### config.mk
export PLATFORM = sky130hd
export DESIGN_NAME = rcos_fifo
export DESIGN_NICKNAME = d
export VERILOG_FILES = /design/src/sv/rcos_pkg.sv /design/src/sv/rcos_fifo.sv
export SDC_FILE = /design/constraint.sdc
export NUM_CORES = 1
export LEC_CHECK = 0
export BUFFER_PORTS_ARGS = -buffer_cell sky130_fd_sc_hd__buf_4
export CAP_MARGIN = 0
export CORE_UTILIZATION = 57
export CTS_CLUSTER_DIAMETER = 80
export CTS_CLUSTER_SIZE = 16
export DETAILED_ROUTE_END_ITERATION = 8
export GPL_TIMING_DRIVEN = 0
export HOLD_SLACK_MARGIN = 0.12
export MAX_ROUTING_LAYER = met4
export PLACE_DENSITY_LB_ADDON = 0.05
export SLEW_MARGIN = 25
export SYNTH_ARGS = -nofsm -noshare
export SYNTH_HDL_FRONTEND = slang
export SYNTH_SLANG_ARGS = --single-unit
### constraint.sdc
create_clock -name clk_i -period 3.96 [get_ports clk_i]
set_input_delay 0.396 -clock clk_i [delete_from_list [all_inputs] [get_ports clk_i]]
set_output_delay 0.396 -clock clk_i [all_outputs]
set_load 0.02 [all_outputs]
### src/sv/rcos_pkg.sv
// Shared types, constants and derived widths of the rotated circular overlay sampler.
// Used by every module of the block and by the port checker.
package rcos_pkg;

  localparam int SOURCE_SIZE  = 256;
  localparam int OVERLAY_SIZE = 256;
  localparam int SCREEN_COLS  = 1024;
  localparam int SCREEN_ROWS  = 768;

  localparam int QFRAC   = 14;
  localparam int ROT_W   = 16;
  localparam int IDX_W   = 16;
  localparam int COL_W   = 32;
  localparam int COORD_W = 8;
  localparam int SCR_W   = 10;

  localparam int MEM_DEPTH = 1 << IDX_W;

  localparam logic CMD_LOAD   = 1'b0;
  localparam logic CMD_SAMPLE = 1'b1;

  localparam int   CFG_IDX_W   = 1;
  localparam logic CFG_ROT_COS = 1'b0;
  localparam logic CFG_ROT_SIN = 1'b1;

  localparam logic signed [ROT_W-1:0] ROT_COS_RST = 16'sd16384;
  localparam logic signed [ROT_W-1:0] ROT_SIN_RST = 16'sd0;

  // centre and radius of the overlay
  localparam int HALF   = OVERLAY_SIZE / 2;
  localparam int DW     = $clog2(HALF + 1) + 1;   // signed offset from centre
  localparam int SQW    = 2 * DW;                 // squared offset
  localparam int PW     = ROT_W + DW;             // rotation partial product
  localparam int RW     = PW + 2;                 // rotated coordinate, Q.14
  localparam longint HALF_Q = longint'(HALF) << QFRAC;
  localparam longint LIM    = longint'(OVERLAY_SIZE) << QFRAC;
  localparam int LW     = $clog2(LIM);            // in-bounds rotated coordinate
  localparam int SSW    = $clog2(SOURCE_SIZE + 1);
  localparam int AW     = LW + SSW;
  localparam int TW     = AW - QFRAC;             // scaled coordinate before divide
  localparam int OVL_L  = $clog2(OVERLAY_SIZE);
  localparam int RK     = TW + OVL_L;             // reciprocal shift
  localparam int MW     = TW + 2;
  localparam longint unsigned RECIP =
    ((longint'(1) << RK) + OVERLAY_SIZE - 1) / OVERLAY_SIZE;
  localparam int SXW    = $clog2(SOURCE_SIZE);
  localparam int IXW    = SXW + SSW + 1;

  localparam int SCR_MOD  = 1 << SCR_W;
  localparam int SCX_BASE = ((SCREEN_COLS - OVERLAY_SIZE) % SCR_MOD + SCR_MOD) % SCR_MOD;
  localparam int SCY_BASE = ((SCREEN_ROWS - OVERLAY_SIZE) % SCR_MOD + SCR_MOD) % SCR_MOD;

  localparam int QDEPTH = 4;
  localparam int QAW    = $clog2(QDEPTH);

  typedef struct packed {
    logic               cmd;
    logic [IDX_W-1:0]   load_index;
    logic [COL_W-1:0]   load_colour;
    logic [COORD_W-1:0] out_x;
    logic [COORD_W-1:0] out_y;
  } rcos_in_t;

  typedef struct packed {
    logic             write_enable;
    logic [COL_W-1:0] colour;
    logic [SCR_W-1:0] screen_x;
    logic [SCR_W-1:0] screen_y;
  } rcos_out_t;

  // one classified operation for the memory side
  typedef struct packed {
    logic             cmd;
    logic             keep;
    logic [IDX_W-1:0] addr;
    logic [COL_W-1:0] colour;
    logic [SCR_W-1:0] screen_x;
    logic [SCR_W-1:0] screen_y;
  } rcos_op_t;

endpackage

### src/sv/rcos_fifo.sv
// Short queue of classified operations between front and back parts.
// Depends on rcos_pkg.
module rcos_fifo (
  input  logic               clk_i,
  input  logic               rst_ni,
  input  logic               push_valid_i,
  output logic               push_stall_o,
  input  rcos_pkg::rcos_op_t push_data_i,
  output logic               pop_valid_o,
  input  logic               pop_stall_i,
  output rcos_pkg::rcos_op_t pop_data_o
);
  import rcos_pkg::*;

  rcos_op_t       ent_q [QDEPTH];
  logic [QAW-1:0] wr_ptr_q, rd_ptr_q;
  logic [QAW:0]   cnt_q;
  logic           push, pop;

  assign push_stall_o = (cnt_q == (QAW+1)'(QDEPTH));
  assign pop_valid_o  = (cnt_q != '0);
  assign push         = push_valid_i && !push_stall_o;
  assign pop          = pop_valid_o && !pop_stall_i;
  assign pop_data_o   = ent_q[rd_ptr_q];

  always_ff @(posedge clk_i or negedge rst_ni) begin
    if (!rst_ni) begin
      wr_ptr_q <= '0;
      rd_ptr_q <= '0;
      cnt_q    <= '0;
    end else begin
      if (push) wr_ptr_q <= wr_ptr_q + 1'b1;
      if (pop)  rd_ptr_q <= rd_ptr_q + 1'b1;
      case ({push, pop})
        2'b10:   cnt_q <= cnt_q + 1'b1;
        2'b01:   cnt_q <= cnt_q - 1'b1;
        default: cnt_q <= cnt_q;
      endcase
    end
  end

  always_ff @(posedge clk_i) begin
    if (push) ent_q[wr_ptr_q] <= push_data_i;
  end

endmodule

; ---- Yosys cells after proc, flatten, opt, wreduce, memory -nomap -nowiden
; Memory sizes are Yosys's and may differ from the RTL's.
; Cells that the tools add are included.
[totals]
regBits = 7
latch_bits = 0
mem_bits_rw = 280
mem_bits_ro = 0
inputBits = 74
output_inout_bits = 72
memories = 1
[op_classes]
n_addsub = 4
mul = 0
n_div = 0
magnitude_cmp = 0
n_eq_ne = 3
shift = 0
muxes = 3
n_bitwise = 0
reduce_logical = 6
[mem_list]
columns = name, words, width, rd, rd_clocked_by_memory_dff, write_ports, line_no
row1 = ent_q, 4, 70, 1, 0, 1, rcos_fifo.sv:15  ; rcos_op_t ent_q [QDEPTH];
[op_table]
columns = cell, n
row1 = case mux 3 bit (2 select lines), 1
row2 = adder 2 x 1 -> 2 bit (second input constant), 2
row3 = adder 3 x 1 -> 3 bit (second input constant), 1
row4 = == test 3 bit (second input constant), 1
row5 = nonzero test 3 bit, 1
row6 = subtractor 3 x 1 -> 3 bit (second input constant), 1
row7 = == test 2 x 1 -> 1 bit (second input constant), 1
row8 = == test 2 bit (second input constant), 1
row9 = logical AND 1 bit, 2
row10 = logical NOT 1 bit, 2
row11 = two-way mux 1 bit, 2
row12 = nonzero test 2 bit, 1

; ---- Depth between registers and ports, before layout
; Gate-level depths: netlist of the first run.
[depth]
word_depth = 5
depth_mapped = 9
depth_no_buf = 9

; ---- Least setup slack after synthesis of the first run
; Ideal clock, no wire load.
[synth_timing]
path_kind = register to register
from = register cnt_q[2]
to = memory ent_q[0][0] (netlist bit) (enable)
arrival_ns = 2.492
required_ns = 3.524
slack_ns = 1.032
path_stages_with_launch = 4
n_path_buf = 0
path_cell_list = dfrtp_1 -> nor3b_2 -> nor2b_2 -> and2_1
[synth_via]
elab_chain_cells = 5
[synth_lines]
columns = element, line_no
row1 = start: declaration, rcos_fifo.sv:17  ; logic [QAW:0] cnt_q;
row2 = start signal: assignment, rcos_fifo.sv:35  ; 2'b10: cnt_q <= cnt_q + 1'b1;
row3 = start signal: assignment, rcos_fifo.sv:36  ; 2'b01: cnt_q <= cnt_q - 1'b1;
row4 = start signal: assignment, rcos_fifo.sv:37  ; default: cnt_q <= cnt_q;
row5 = == test 3 bit, rcos_fifo.sv:20  ; assign push_stall_o = (cnt_q == (QAW+1)'(QDEPTH));
row6 = net push_stall_o, rcos_fifo.sv:7  ; output logic push_stall_o,
row7 = logical NOT 1 bit, rcos_fifo.sv:22  ; assign push = push_valid_i && !push_stall_o;
row8 = logical AND 1 bit, rcos_fifo.sv:22
row9 = two-way mux 1 bit, rcos_fifo.sv:43  ; if (push) ent_q[wr_ptr_q] <= push_data_i;
row10 = two-way mux 1 bit (implied by the code), rcos_fifo.sv:43
row11 = end: declaration, rcos_fifo.sv:15
; The timed path passes the listed nets, and every way through them passes these cells.

==> results of run 1 <==
kinds of logic after synthesis:
group,Yosys count,synth area share [%]
flops,287,80.9
fa+ha+maj,6,0.778
mux,72,15.1
simple gates,10,0.672
buf+inv,23,2.04
xor+xnor,6,0.495
layer usage:
layer / vias up / GRT usage, % / part of all wire, %
met3: 33 / 3.60 / 5.4
met2: 149 / 34.5 / 51
met1: 2538 / 26.1 / 41
li1: 2192 / - / -
met4: 0 / 5.74 / 2.5
met5: - / - / 0
sequential cells by signal, indices dropped and copies added (netlist names):
name / flops
wr_ptr_q: 2
rd_ptr_q: 2
ent_q: 280
cnt_q: 3
stage by stage:
step | hold slack (ns) | setup TNS (ns) | area [µm²] | setup slack [ns] | std cells
detailed placement | 0.216 | 0 | 12100 | 1.79 | 782
global placement | 0.211 | -76.25 | 12000 | -0.283 | 778
CTS | 0.181 | 0 | 13300 | 1.33 | 882
floorplan | 0.100 | 0 | 10600 | 1.03 | 404
finish | 0.198 | 0 | 13300 | 1.46 | 882
global route | 0.181 | 0 | 13300 | 1.34 | 882
worst max-delay path, delay by kind of cell, from the launching register on:
family                 cells  cell delay, ns
buffers and inverters      3            0.92
DFF                        1            0.32
muxes                      1            0.37
report_power, final:
part / switching [mW] / internal [mW] / leakage, nW / total (mW)
combinational: 1.93 / 1.72 / 1.72 / 3.66
clock: 0.905 / 0.969 / 0.268 / 1.87
sequential: 0.135 / 4.01 / 2.65 / 4.15
total: 2.97 / 6.71 / 4.64 / 9.68
placed cells by master, fill, tap and decap left out:
cell type,count
fa_1,1
xor2_1,4
nor2b_2,1
mux4_1,2
mux2i_1,1
clkbuf_1,9
dlygate4sd3_1,71
dfrtp_1,7
buf_6,1
clkbuf_16,21
and2_4,4
mux2_2,1
nor2_1,2
buf_2,7
mux4_2,68
nor3b_2,2
ha_1,5
nor3_1,1
xnor2_1,2
buf_12,11
buf_4,145
inv_1,7
edfxtp_1,280
final timing paths:
check                                     endpoint  cells after the start
min reg2reg                   cnt_q[2]$_DFFE_PN0P_                      1
min                        rd_ptr_q[1]$_DFFE_PN0P_                      3
max                                 pop_data_o[21]                      4
max reg2reg                 ent_q[3][57]$_DFFE_PP_                      4
min in group asynchronous  wr_ptr_q[1]$_DFFE_PN0P_                      2
max in group asynchronous  rd_ptr_q[1]$_DFFE_PN0P_                      2
layout make-up:
class | count | area, µm² | area share (%)
Sequential cell | 287 | 8580 | 64.3
Timing Repair Buffer | 220 | 1880 | 14.1
Multi-Input combinational cell | 94 | 1820 | 13.7
Clock buffer | 29 | 556 | 4.16
Tap cell | 229 | 287 | 2.15
Buffer | 16 | 190 | 1.43
Inverter | 7 | 26.3 | 0.197
==> metrics.cfg, run 1 <==
[run_status]
status = finished with violations
failed_checks = DRC

[clocking]
clk_path_buf_depth = 3
cts_resized = 0
numCtsBuffers = 21
cts.sinks = 287
insertion_delay_ns = 0.49
cts_hold_buffers = 71
cts_tree = built
ctsRootBufferMaster = clkbuf_16
htreeDepth = 1
path_clk_slew_ns = 0.06
post_cts_buffers = 0

[run]
cap_violations = 0

[route]
routed_wirelength_um = 18400
vias = 4912
vias_per_cell = 5.57
first_pass_iters = 6
drcViolationCount = 20
wl_per_cell_um = 20.9
drtAntennaViolNets = 0
drtIter0Drc = 267

[timing]
rsz0062_at_grt = no
setup_viol = 0
finClkSkew_ns = 0.00867
period_minus_slack_ns = 2.50
worst_pin_slew_ns = 0.634
hold_viol = 0
finalMaxSlewViolations = 0
final_min_period_over_clock_period_pct = 63.1
max_freq_mhz = 400
slew_headroom_pct = 57.7

[floorplanning]
die_h_um = 138
rows = 49
coreArea_um2 = 18100
ioPinCount = 146
start_util_pct = 58.7
die_area_um2 = 19200
die_w_um = 138

[setup_path]
cp.arrival_ns = 2.10
critPathMaxStageDelay_ns = 0.37
crit_start = rd_ptr_q[1]$_DFFE_PN0P_
cp.required_ns = 3.56
cp_slowest_cell = clkbuf_1
worstSetupEndpointType = output port
crit_chain = clkbuf_1 -> buf_2 -> mux4_2 -> buf_4
worstPathMaxFanout = 10
r2r_slack_ns = 1.82
critPathKind = register to output port
startpoint_type = register
regToRegStartpoint = cnt_q[2]$_DFFE_PN0P_

[synthesis]
synth_top_area_share_pct = 79.2
synth_cells = 404
avgSynthCellArea_um2 = 26.3
synth_enable_flop_cells = 280
syn-num-nets = 484
yosysWarnings = 0
async_reset_ff_share_pct = 2.44
ys_seq_area_share_pct = 80.9
synth-main-ff-cell = edfxtp_1
yosysTopAreaCell = edfxtp_1
synthTopCellsByArea = edfxtp_1 (79%), mux4_2 (14%), dfrtp_1 (1.7%)
synth_commonest_cells = edfxtp_1 (280), mux4_2 (68)
yosysMostFrequentCell = edfxtp_1
syn-cell-area_um2 = 10600
ys_ff_latch = 287
synth_cell_types = 20

[grt]
gr-total-overflow = 0
antenna_found_initial = 0
grt_pass1_wl_um = 28800
first_global_vias = 5257
grt_max_degree = 40
track_usage_pct = 20.5

[final_layout]
nets = 727
area_growth_pct = 25.7
drive_above_1_share_pct = 40.0
num_antenna_cells = 0
finish.utilization_pct = 73.8
fillers = 1018

[power_and_ir_drop]
ir_drop_v = 0.000542
p_total_mw = 9.68
p_leak_nw = 4.64
power.density_nw_per_um2 = 725

[placed_design]
hpwlAfterDp_um = 10800
gp_congestion = 0.719
io_buffer_count = 145

[worst_hold_path]
hp-start = pop_stall_i
hold_path_class = input port to register

No activity file was read; power rests on OpenSTA's default activity.
==> run 2: changes to the inputs <==
Clock period 3.96 ns to 2.55 ns, I/O delays scaled along.
==> metrics.cfg, run 2 (same netlist as run 1, synthesis figures left out) <==
[run_status]
status = finished with violations
failed_checks = DRC

[clocking]
insertion_delay_ns = 0.50
cts_tree = built
post_cts_buffers = 0
cts.sinks = 287
clk_path_buf_depth = 3
numCtsBuffers = 21
cts_resized = 0
htreeDepth = 1
ctsRootBufferMaster = clkbuf_16
cts_hold_buffers = 73
path_clk_slew_ns = 0.07

[setup_path]
ff2ff_path_depth = 4
r2r_slack_ns = 0.47
crit_chain = clkbuf_1 -> buf_2 -> mux4_2 -> buf_4
startpoint_type = register
worstPathMaxFanout = 10
worstSetupEndpointType = output port
critPathKind = register to output port
critPathMaxStageDelay_ns = 0.41
cp.required_ns = 2.30
crit_start = rd_ptr_q[1]$_DFFE_PN0P_
critPathTopFamily = buffers and inverters
path_buf_inv = 3
regToRegStartpoint = cnt_q[2]$_DFFE_PN0P_
cp_slowest_cell = clkbuf_1
rr_endpoint = ent_q[2][30]$_DFFE_PP_
cp.arrival_ns = 2.17

[final_layout]
largest_register_ffs = 280
area_growth_pct = 26.5
final_cells = 887
top_regs = ent_q x280, cnt_q x3
finalInstanceArea_um2 = 13400
finish.utilization_pct = 74.2
top_register = ent_q
nets = 731
drive_above_1_share_pct = 40.2
multiInputGateArea_um2 = 1820
fillers = 1010
layout.cells.most_common = edfxtp_1
final_cell_mix = edfxtp_1 (280), buf_4 (145), dlygate4sd3_1 (73)
seqCellArea_um2 = 8580

[grt]
first_global_vias = 5467
track_usage_pct = 21.3
antenna_found_initial = 1
gr-total-overflow = 0
grt_max_degree = 42
grt_pass1_wl_um = 29800

[floorplanning]
rows = 49
coreArea_um2 = 18100
start_util_pct = 58.7
ioPinCount = 146
die_h_um = 138
die_w_um = 138
die_area_um2 = 19200

[timing]
slew_headroom_pct = 65.6
setup_viol = 0
worst_slack_ns = 0.126
final_min_period_over_clock_period_pct = 95.1
max_freq_mhz = 413
finClkSkew_ns = 0.0143
holdWs_ns = 0.231
period_minus_slack_ns = 2.42
rsz0062_at_grt = no
worst_pin_slew_ns = 0.515
setup_tns_ns = 0
hold_viol = 0
finalMaxSlewViolations = 0

[route]
wl_per_cell_um = 21.3
vias = 4901
routed_wirelength_um = 18900
first_pass_iters = 6
drtAntennaViolNets = 0
vias_per_cell = 5.53
drtIter0Drc = 252
drcViolationCount = 24

[placed_design]
dp_slack_ns = 0.466
gp_congestion = 0.684
placedCellCount = 784
hpwlAfterDp_um = 11300
io_buffer_count = 145
placed_area_um2 = 12100

[worst_hold_path]
min_to = wr_ptr_q[0]$_DFFE_PN0P_
hold_path_class = input port to register
hp-start = push_valid_i
hold_depth = 3

[power_and_ir_drop]
swShare_pct = 30.8
p_switching_mw = 4.65
p_leak_nw = 4.67
clkPwrFrac_pct = 19.3
seq_power_share_pct = 42.6
p_comb_share_pct = 38.0
ir_drop_v = 0.000653
power.density_nw_per_um2 = 1130
internal_power_mw = 10.5
p_total_mw = 15.1

[run]
cap_violations = 0

[run 2: cell types whose count changed in the layout (fill, tap and decap cells not counted), sizes merged]
| cell | previous run | this run |
|---|---|---|
| clkbuf | 30 | 29 |
| inv | 7 | 8 |
| dlygate4sd3 | 71 | 73 |
| buf | 164 | 166 |
| diode | 0 | 1 |
[run 2: worst max-delay path by stage]
stage | depth (start not counted) | to
after global routing | 4 | pop_data_o[35]
after floorplan | 3 | ent_q[0][0]$_DFFE_PP_
after global placement | 3 | ent_q[3][21]$_DFFE_PP_
after CTS | 4 | pop_data_o[35]
after detailed placement | 4 | ent_q[2][21]$_DFFE_PP_
final | 4 | pop_data_o[68]
[run 2: power by group through the flow]
| stage | sequential [mW] | combinational (mW) | clock [mW] |
|---|---|---|---|
| 4_1_cts | 6.45 | 5.85 | 2.99 |
| 3_3_place_gp | 6.54 | 5.56 | 0 |
| 3_5_place_dp | 6.55 | 5.74 | 0 |
| 2_1_floorplan | 6.49 | 3.62 | 0 |
| 6_report | 6.44 | 5.75 | 2.92 |
| 5_1_grt | 6.51 | 6.08 | 3.16 |
[run 2: tightest hold or removal path: stages]
cell	delay, ns
buf_4	0.10
nor2b_2	0.20
xnor2_1	0.13
[run 2: layer usage]
metal	share of wire (%)	GRT usage, %
met3	5.5	3.29
met2	53	37.2
met5	0	-
met4	1.4	4.49
met1	40	26.7
[run 2: layout make-up]
type	instances	share of cell area (%)
Sequential cell	287	63.9
Timing Repair Buffer	224	14.6
Multi-Input combinational cell	94	13.6
Clock buffer	28	4.11
Tap cell	229	2.13
Buffer	16	1.42
Inverter	7	0.196
Clock inverter	1	0.0652
Antenna cell	1	0.0186
==> run 3: changes to the inputs <==
Settings changed: CORE_UTILIZATION 57 to 51.
Clock period 2.55 ns to 2 ns, I/O delays scaled along.
==> metrics.cfg, run 3 (same netlist as run 1, synthesis figures left out) <==
[run_status]
status = finished with violations
failed_checks = setup timing

[timing]
slew_headroom_pct = 58.0
rsz0062_at_grt = yes
hold_viol = 0
max_freq_mhz = 470
holdWs_ns = 0.288
worst_pin_slew_ns = 0.629
setup_viol = 69
finClkSkew_ns = 0.00666
finalMaxSlewViolations = 0
final_min_period_over_clock_period_pct = 106
period_minus_slack_ns = 2.13
worst_slack_ns = -0.128

[setup_path]
cp.arrival_ns = 1.93
worstSetupEndpointType = output port
worstPathMaxFanout = 10
startpoint_type = register
cp.required_ns = 1.80
critPathKind = register to output port

[route]
vias = 5019
routed_wirelength_um = 19400
drtAntennaViolNets = 0
first_pass_iters = 4
drtIter0Drc = 234
wl_per_cell_um = 20.5
vias_per_cell = 5.29
drcViolationCount = 0

[final_layout]
largest_register_ffs = 280
area_growth_pct = 31.0
fillers = 1297
nets = 743
final_cell_mix = edfxtp_1 (280), buf_4 (90), dlygate4sd3_1 (73)
drive_above_1_share_pct = 41.5
finish.utilization_pct = 68.5
layout.cells.most_common = edfxtp_1
top_register = ent_q
top_regs = ent_q x280, cnt_q x3

[placed_design]
hpwlAfterDp_um = 10900
gp_congestion = 0.715
io_buffer_count = 145

[floorplanning]
coreArea_um2 = 20300
die_h_um = 146
die_area_um2 = 21400
rows = 52
start_util_pct = 52.3
ioPinCount = 146
die_w_um = 146

[grt]
antenna_found_initial = 1
first_global_vias = 5570
gr-total-overflow = 0
track_usage_pct = 19.5
grt_max_degree = 43
grtUsageMet2_pct = 33.6
grt_pass1_wl_um = 30300
busiest_layer = met2
gr-usage-met3_pct = 3.72
grtUsageMet1_pct = 24.0

[power_and_ir_drop]
p_leak_nw = 4.83
power.density_nw_per_um2 = 1470
ir_drop_v = 0.000943

[clocking]
cts_tree = built
insertion_delay_ns = 0.50
htreeDepth = 1
numCtsBuffers = 21
ctsRootBufferMaster = clkbuf_16
cts.sinks = 287
path_clk_slew_ns = 0.07
clk_path_buf_depth = 3

[run]
cap_violations = 0

[worst_hold_path]
hold_path_class = input port to register

==> run 3: cell count changes in the layout (fill, tap and decap cells not counted), sizes merged <==
cell    before  now
clkbuf      29   37
buf        166  174
inv          8    7
and2         4    9
==> run 3: worst paths after layout <==
path | startpoint | endpoint | slack, ns | cells past startpoint
worst max-delay path | rd_ptr_q[0]$_DFFE_PN0P_ | pop_data_o[34] | -0.13 | 4
worst min-delay path | push_valid_i | cnt_q[0]$_DFFE_PN0P_ | 0.29 | 5
worst max register to register | cnt_q[0]$_DFFE_PN0P_ | cnt_q[2]$_DFFE_PN0P_ | 0.08 | 9
min in group asynchronous | rst_ni | rd_ptr_q[0]$_DFFE_PN0P_ | 0.67 | 3
max in group asynchronous | rst_ni | rd_ptr_q[1]$_DFFE_PN0P_ | 1.05 | 3
worst min register to register | cnt_q[2]$_DFFE_PN0P_ | cnt_q[2]$_DFFE_PN0P_ | 0.52 | 1
==> run 3: area by class of cell <==
class	count	area, µm²	share of cell area, %
Clock buffer	37	586	4.21
Tap cell	270	338	2.43
Sequential cell	287	8590	61.8
Antenna cell	1	2.50	0.0180
Timing Repair Buffer	232	2280	16.4
Buffer	15	210	1.51
Inverter	7	26.3	0.189
Multi-Input combinational cell	99	1870	13.5
==> run 3: layer usage <==
metal	vias to the layer above	share of wire (%)	wire, µm
met5	-	0	0
met4	0	1.7	338
met3	27	5.2	1010
met2	126	53	10200
met1	2622	40	7840
li1	2244	-	-
==> run 3: stage by stage <==
step	setup TNS [ns]	cell area [µm²]	total power, mW	std cells	setup WS, ns
2_1_floorplan	-40.75	10600	12.9	404	-0.146
3_3_place_gp	-242.89	12000	15.5	819	-0.879
3_5_place_dp	-18.19	12200	15.7	823	-0.200
4_1_cts	-7.96	13900	20.6	944	-0.154
5_1_grt	-9.80	13900	21.3	948	-0.185
6_report	-5.67	13900	20.4	948	-0.128
==> run 3: worst max-delay path, stage by stage, from the launching register on <==
cell	delay (ns)
dfrtp_1	0.37
buf_12	0.18
buf_12	0.16
mux4_2	0.55
buf_6	0.16
==> run 3: power by group <==
part	switching (mW)	internal (mW)	leakage (nW)	total (mW)
clock	1.83	1.98	0.278	3.81
sequential	0.301	7.94	2.64	8.24
combinational	4.10	4.24	1.91	8.34
==> run 3: repair_timing <==
| item | 4_1_cts | 5_1_grt |
|---|---|---|
| hold endpoints to repair | 289 | 0 |
| resized for setup | 80 | 3 |
| pin swaps | 7 | 2 |
| buffers inserted | 7 | 3 |
| hold buffers | 73 | 0 |
| cloned | 5 | 0 |
| endpoints found under the setup margin | 215 | 71 |
